### config.mk
export PLATFORM = sky130hd
export DESIGN_NAME = cmvg_vertex_seq
export DESIGN_NICKNAME = d
export VERILOG_FILES = /design/src/rtl/core/cmvg_pkg.sv /design/src/rtl/core/cmvg_vertex_seq.sv
export SDC_FILE = /design/constraint.sdc
export NUM_CORES = 1
export LEC_CHECK = 0
export BUFFER_PORTS_ARGS = -buffer_cell sky130_fd_sc_hd__buf_2
export CORE_ASPECT_RATIO = 1.1
export CORE_MARGIN = 2
export CORE_UTILIZATION = 45
export DETAILED_ROUTE_END_ITERATION = 12
export PLACE_DENSITY = 0.79
export SLEW_MARGIN = 5
export SYNTH_ARGS = -nofsm -noshare
export SYNTH_HDL_FRONTEND = slang
export SYNTH_SLANG_ARGS = --single-unit
### constraint.sdc
create_clock -name clk -period 11.3 [get_ports clk]
set_input_delay 2.26 -clock clk [delete_from_list [all_inputs] [get_ports clk]]
set_output_delay 2.26 -clock clk [all_outputs]
set_load 0.01 [all_outputs]
### src/rtl/core/cmvg_pkg.sv
`default_nettype none
// ----------------------------------------------------------------------------
// cmvg_pkg
// Shared widths, register indexes and the sine evaluation used to build the
// quarter-wave table of the cone mesh vertex generator.
// ----------------------------------------------------------------------------
package cmvg_pkg;

	localparam int COORD_W = 16;
	localparam int CFG_W   = 16;
	localparam int COUNT_W = 9;
	localparam int IDX_W   = 8;
	localparam int TRIG_W  = 15;

	typedef enum logic [1:0] {
		CFG_BASE_RADIUS = 2'd0,
		CFG_CONE_HEIGHT = 2'd1,
		CFG_SLICE_COUNT = 2'd2,
		CFG_STACK_COUNT = 2'd3
	} cfg_idx_t;

	// Q30 odd Taylor coefficients of sin(pi/2 * u)
	localparam logic [63:0] COEF_A1 = 64'd1686629713;
	localparam logic [63:0] COEF_A3 = 64'd693598670;
	localparam logic [63:0] COEF_A5 = 64'd85569306;
	localparam logic [63:0] COEF_A7 = 64'd5027000;
	localparam logic [63:0] COEF_A9 = 64'd172272;

	// magnitude of sine for u in Q30 (0..1 of a quarter turn), rounded to Q0.15
	function automatic logic [TRIG_W-1:0] sine_mag(input logic [30:0] u_in);
		logic [63:0] u;
		logic [63:0] u2;
		logic [63:0] b;
		logic [63:0] s;
		u  = 64'(u_in);
		u2 = (u * u) >> 30;
		b  = COEF_A7 - ((u2 * COEF_A9) >> 30);
		b  = COEF_A5 - ((u2 * b) >> 30);
		b  = COEF_A3 - ((u2 * b) >> 30);
		b  = COEF_A1 - ((u2 * b) >> 30);
		s  = (u * b) >> 30;
		s  = (s + 64'd16384) >> 15;
		if (s > 64'd32767) begin
			s = 64'd32767;
		end
		return s[TRIG_W-1:0];
	endfunction

endpackage
`default_nettype wire

### src/rtl/core/cmvg_vertex_seq.sv
`default_nettype none
// ----------------------------------------------------------------------------
// cmvg_vertex_seq
// Holds one cell and walks its vertex list, one vertex descriptor a cycle unless stalled.
// ----------------------------------------------------------------------------
module cmvg_vertex_seq #(
	parameter int SINE_TABLE_DEPTH = 1024
) (
	input  wire logic                               clk,
	input  wire logic                               arst_n,
	input  wire logic                               item_valid,
	output logic                                    item_ready,
	input  wire logic                               item_mode,
	input  wire logic [$clog2(SINE_TABLE_DEPTH)-1:0] item_a0,
	input  wire logic [$clog2(SINE_TABLE_DEPTH)-1:0] item_a1,
	input  wire logic [cmvg_pkg::CFG_W-1:0]         item_rad,
	input  wire logic [cmvg_pkg::CFG_W-1:0]         item_r0,
	input  wire logic [cmvg_pkg::CFG_W-1:0]         item_r1,
	input  wire logic [cmvg_pkg::CFG_W-1:0]         item_h0,
	input  wire logic [cmvg_pkg::CFG_W-1:0]         item_h1,
	output logic                                    vd_valid,
	input  wire logic                               vd_ready,
	output logic [cmvg_pkg::CFG_W-1:0]              vd_rad,
	output logic [cmvg_pkg::CFG_W-1:0]              vd_hgt,
	output logic [$clog2(SINE_TABLE_DEPTH)-1:0]     vd_ang,
	output logic                                    vd_last
);
	localparam int LOG_D = $clog2(SINE_TABLE_DEPTH);

	logic                       busy_q;
	logic [2:0]                 cnt_q;
	logic                       mode_q;
	logic [LOG_D-1:0]           a0_q;
	logic [LOG_D-1:0]           a1_q;
	logic [cmvg_pkg::CFG_W-1:0] rad_q;
	logic [cmvg_pkg::CFG_W-1:0] r0_q;
	logic [cmvg_pkg::CFG_W-1:0] r1_q;
	logic [cmvg_pkg::CFG_W-1:0] h0_q;
	logic [cmvg_pkg::CFG_W-1:0] h1_q;

	logic fire;

	assign vd_valid   = busy_q;
	assign vd_last    = mode_q ? (cnt_q == 3'd5) : (cnt_q == 3'd2);
	assign fire       = busy_q && vd_ready;
	assign item_ready = !busy_q || (fire && vd_last);

	always_ff @(posedge clk or negedge arst_n) begin
		if (!arst_n) begin
			busy_q <= 1'b0;
			cnt_q  <= '0;
		end else if (item_valid && item_ready) begin
			busy_q <= 1'b1;
			cnt_q  <= '0;
		end else if (fire) begin
			if (vd_last) begin
				busy_q <= 1'b0;
			end else begin
				cnt_q <= cnt_q + 3'd1;
			end
		end
	end

	always_ff @(posedge clk) begin
		if (item_valid && item_ready) begin
			mode_q <= item_mode;
			a0_q   <= item_a0;
			a1_q   <= item_a1;
			rad_q  <= item_rad;
			r0_q   <= item_r0;
			r1_q   <= item_r1;
			h0_q   <= item_h0;
			h1_q   <= item_h1;
		end
	end

	// base wedge: origin, rim at next angle, rim at this angle
	// side quad: two triangles over rings j and j+1
	always_comb begin
		vd_rad = r0_q;
		vd_hgt = h0_q;
		vd_ang = a0_q;
		if (!mode_q) begin
			case (cnt_q)
				3'd0: begin
					vd_rad = '0;
					vd_hgt = '0;
					vd_ang = '0;
				end
				3'd1: begin
					vd_rad = rad_q;
					vd_hgt = '0;
					vd_ang = a1_q;
				end
				default: begin
					vd_rad = rad_q;
					vd_hgt = '0;
					vd_ang = a0_q;
				end
			endcase
		end else begin
			case (cnt_q)
				3'd0: begin
					vd_rad = r0_q;
					vd_hgt = h0_q;
					vd_ang = a1_q;
				end
				3'd1, 3'd3: begin
					vd_rad = r1_q;
					vd_hgt = h1_q;
					vd_ang = a1_q;
				end
				3'd4: begin
					vd_rad = r1_q;
					vd_hgt = h1_q;
					vd_ang = a0_q;
				end
				default: begin
					vd_rad = r0_q;
					vd_hgt = h0_q;
					vd_ang = a0_q;
				end
			endcase
		end
	end

endmodule
`default_nettype wire

==> impl_metrics.py <==
metrics = {
    "worst_setup_path": {
        "worst_reg_to_reg_setup_slack_ns": 8.05,
        "worst_path_largest_cell_delay_ns": 0.18,
        "worst-path-buf-inv": 3,
        "critical_path.max_fanout": 5,
        "depth_of_the_most_critical_reg_to_reg_path": 6,
        "worst-endpoint-required_ns": 9.04,
        "start_kind": "input port",
        "worst_setup_path_end_kind": "primary output",
        "rr_endpoint": "r1_q[4]",
        "crit_chain": "buf_2 > inv_1 > o21ai_2 > buf_2",
        "setup.worst_path.class": "input port to primary output",
        "crit_arrival_ns": 2.79,
        "rr_startpoint": "mode_q",
        "critical-path-top-cell-by-count": "sky130_fd_sc_hd__buf_2",
        "path_delay_family": "buffers and inverters",
        "worst_path_cell_with_the_longest_stage_delay": "sky130_fd_sc_hd__o21ai_2",
    },
    "synth": {
        "synth_edf_count": 101,
        "ys_async_sr_fraction_pct": 3.81,
        "yosys-top-cells-count": "sky130_fd_sc_hd__edfxtp_1 (101), sky130_fd_sc_hd__nand2_1 (101), sky130_fd_sc_hd__a22o_1 (17), sky130_fd_sc_hd__a21boi_0 (16), sky130_fd_sc_hd__clkbuf_1 (13)",
        "synth_nets": 418,
        "syn_area_um2": 4260,
        "share_of_synthesized_cell_area_in_full_adder_half_adder_and_majority_cells_pct": 0.881,
        "ys.flop_type": "sky130_fd_sc_hd__edfxtp_1",
        "netlist.area_leader.share_pct": 71.2,
        "synth.ff_latch_count": 105,
        "syn_avg_cell_area_um2": 13.7,
        "syn-instance-count": 310,
        "multiplexer_share_of_the_synthesized_area_pct": 0.499,
        "synth_top_cell_by_area": "sky130_fd_sc_hd__edfxtp_1",
        "synth_top_family_by_area": "compound AO/OA/AOI/OAI gates",
        "yosys.area_share.xor_xnor_pct": 0,
        "yosysSeqAreaShare_pct": 73.6,
        "post_synth_and_or_nand_nor_area_fraction_pct": 10.7,
        "yosysWarningCount": 0,
        "synth.top_cells.by_area": "sky130_fd_sc_hd__edfxtp_1 (71%), sky130_fd_sc_hd__nand2_1 (8.9%), sky130_fd_sc_hd__a22o_1 (3.5%)",
        "number_of_distinct_library_cells_after_synthesis": 32,
        "synth-compound-area-share_pct": 12.0,
    },
    "global_route": {
        "grt_antenna_before_repair": 0,
        "first_pass_grt_wire_length_um": 13900,
        "via_count_of_the_first_global_routing_pass": 2979,
        "gr-total-overflow": 0,
        "global_route_usage_over_all_layers_pct": 17.4,
        "grt_start_max_net_pins": 78,
    },
    "placement": {
        "numPortBuffers": 149,
        "worst_slack_at_placement_ns": 6.25,
        "place_hpwl_um": 6130,
        "routabilityCongestion": 0.854,
    },
    "floorplanning": {
        "row_count": 37,
        "initial_core_utilization_pct": 45.8,
        "die-area_um2": 10300,
        "die_h_um": 106,
        "io_pins": 150,
        "floorplan.die.width_um": 96.8,
        "coreArea_um2": 9310,
    },
    "pwr": {
        "powerDensity_nw_per_um2": 217,
        "power_leakage_nw": 2.21,
        "total_power_mw": 1.16,
        "worst_supply_voltage_drop_on_vdd_uv": 93.2,
        "internal_power_mw": 0.738,
        "power.switching_fraction_pct": 36.1,
        "clock_power_share_pct": 20.9,
        "power_spent_charging_and_discharging_nets_mw": 0.418,
        "combinational_cell_fraction_of_total_power_pct": 35.9,
        "power.share.sequential_pct": 43.2,
    },
    "drt": {
        "via_count": 3000,
        "detail_route.wl_per_cell_um": 15.7,
        "drt_first_iter_violations": 142,
        "number_of_iterations_in_the_first_detailed_routing_pass": 4,
        "drtAntennaViolNets": 0,
        "detail_route.vias_per_cell": 5.19,
        "detail_route.wirelength_um": 9100,
        "remaining_design_rule_violation_count": 0,
    },
    "worst_hold_path": {
        "hold-path-endpoint": "cnt_q[1]",
        "hp-start": "cnt_q[1]",
        "worst_hold_path.num_cells": 2,
        "worst_hold_path_type": "flip-flop to flip-flop",
    },
    "cts": {
        "post-cts-setup-buffers": 0,
        "cts_htree_levels": 3,
        "clockRootBuffer": "sky130_fd_sc_hd__clkbuf_8",
        "clock_tree.buffer_depth": 2,
        "clk_pin_slew_worst_paths_ns": 0.10,
        "cts_hold_repair.buffers": 0,
        "clock_insertion_delay_worst_skew_ns": 0.36,
        "cts_buffers": 9,
        "cts.sink_count": 105,
        "tritoncts": "yes",
        "postCtsResizedCells": 0,
    },
    "final_layout": {
        "antenna_cells_inserted": 0,
        "multi_input_area_um2": 1040,
        "layout.filler_cells": 745,
        "synthToLayoutAreaGrowth_pct": 25.1,
        "layout.nets": 564,
        "post_route_cells_drive_above_1_share_pct": 38.2,
        "final_util_pct": 57.2,
        "final-seq-area_um2": 3130,
    },
    "flow_run": {
        "max_cap_viol_count": 0,
    },
    "status": {
        "result_of_the_run": "finished, final reports clean",
    },
    "sta": {
        "finClkSkew_ns": 0.0113,
        "grt_setup_unrepaired": "no",
        "tightestPinTransition_ns": 1.06,
        "max_freq_mhz": 198,
        "finalCriticalPeriod_ns": 5.05,
        "final-setup-viol-count": 0,
        "worst_slack_ns": 6.25,
        "hold_violations": 0,
        "holdWs_ns": 0.615,
        "min_period_over_period_pct": 44.7,
        "slew-limit-headroom_pct": 27.6,
        "final.setup.tns_ns": 0,
        "report.final.slew_viol_count": 0,
    },
}
## cell families (layout without fill, tap and decap cells)
kind of cell	after synthesis	count (layout)
buf+inv	24	175
fa+ha+maj	3	3
compound gates	64	64
flops	105	105
mux	2	2
simple gates	112	112
## per-stage QoR
step / cell area (um2) / instances
floorplan: 4260 / 310
global placement: 5110 / 562
detailed placement: 5110 / 562
CTS: 5330 / 578
global route: 5330 / 578
finish: 5330 / 578
## cell usage in the layout (no fill, tap or decap), drive strengths merged, types with 2 or more instances in the layout
| cell type | n |
|---|---|
| clkbuf | 9 |
| clkinv | 2 |
| o21ai | 5 |
| inv | 10 |
| dfrtp | 4 |
| nand2 | 101 |
| nor2 | 2 |
| a221oi | 10 |
| o311ai | 2 |
| and2 | 2 |
| a21boi | 16 |
| a31oi | 12 |
| buf | 152 |
| a22o | 17 |
| edfxtp | 101 |
| ha | 3 |
## state kept, by name (all words and copies together), names as in the netlist
register and cells:
mode_q 1, r1_q 16, rad_q 16, a0_q 10, h0_q 16, h1_q 16
cnt_q 3, a1_q 10, vd_valid 1, r0_q 16
## power groups by stage
stage,Clock (mW),Sequential (mW),Combinational (mW)
5_1_grt,0.263,0.504,0.464
3_3_place_gp,0,0.506,0.410
3_5_place_dp,0,0.509,0.422
4_1_cts,0.249,0.500,0.423
6_report,0.241,0.500,0.415
2_1_floorplan,0,0.501,0.279
## how the worst max path moves through the flow
stage | startpoint | to | slack (ns) | depth (start not counted)
floorplan | vd_ready | a0_q[0] | 5.92 | 3
global placement | vd_ready | item_ready | 6.29 | 4
detailed placement | vd_ready | item_ready | 6.25 | 4
CTS | cnt_q[0] | vd_hgt[2] | 6.22 | 6
global route | cnt_q[0] | vd_rad[15] | 6.01 | 7
finish | vd_ready | item_ready | 6.25 | 4
## worst min-delay path: cells and delay by family (launching register included)
kind | cells | cell delay (ns)
DFF | 1 | 0.42
AOI/OAI and AO/OA | 1 | 0.09
and+or+nand+nor | 1 | 0.06
## final cells by class
| cell class | count | area share, % |
|---|---|---|
| multi-input cells | 181 | 19.5 |
| repair buffers | 152 | 14.4 |
| inverters | 7 | 0.493 |
| well taps | 117 | 2.75 |
| clock inverters | 7 | 1.64 |
| flip-flops and latches | 105 | 58.8 |
| clock buffers | 9 | 2.33 |
## metal layers
layer | track usage, % | up-vias | routed length, um
met5 | 0 | - | 0
met4 | 8.15 | 0 | 172
met3 | 3.62 | 16 | 468
met2 | 30.2 | 106 | 4870
met1 | 20.8 | 1442 | 3590
li1 | - | 1436 | -
Note: power is estimated with default switching activity, not from simulation.
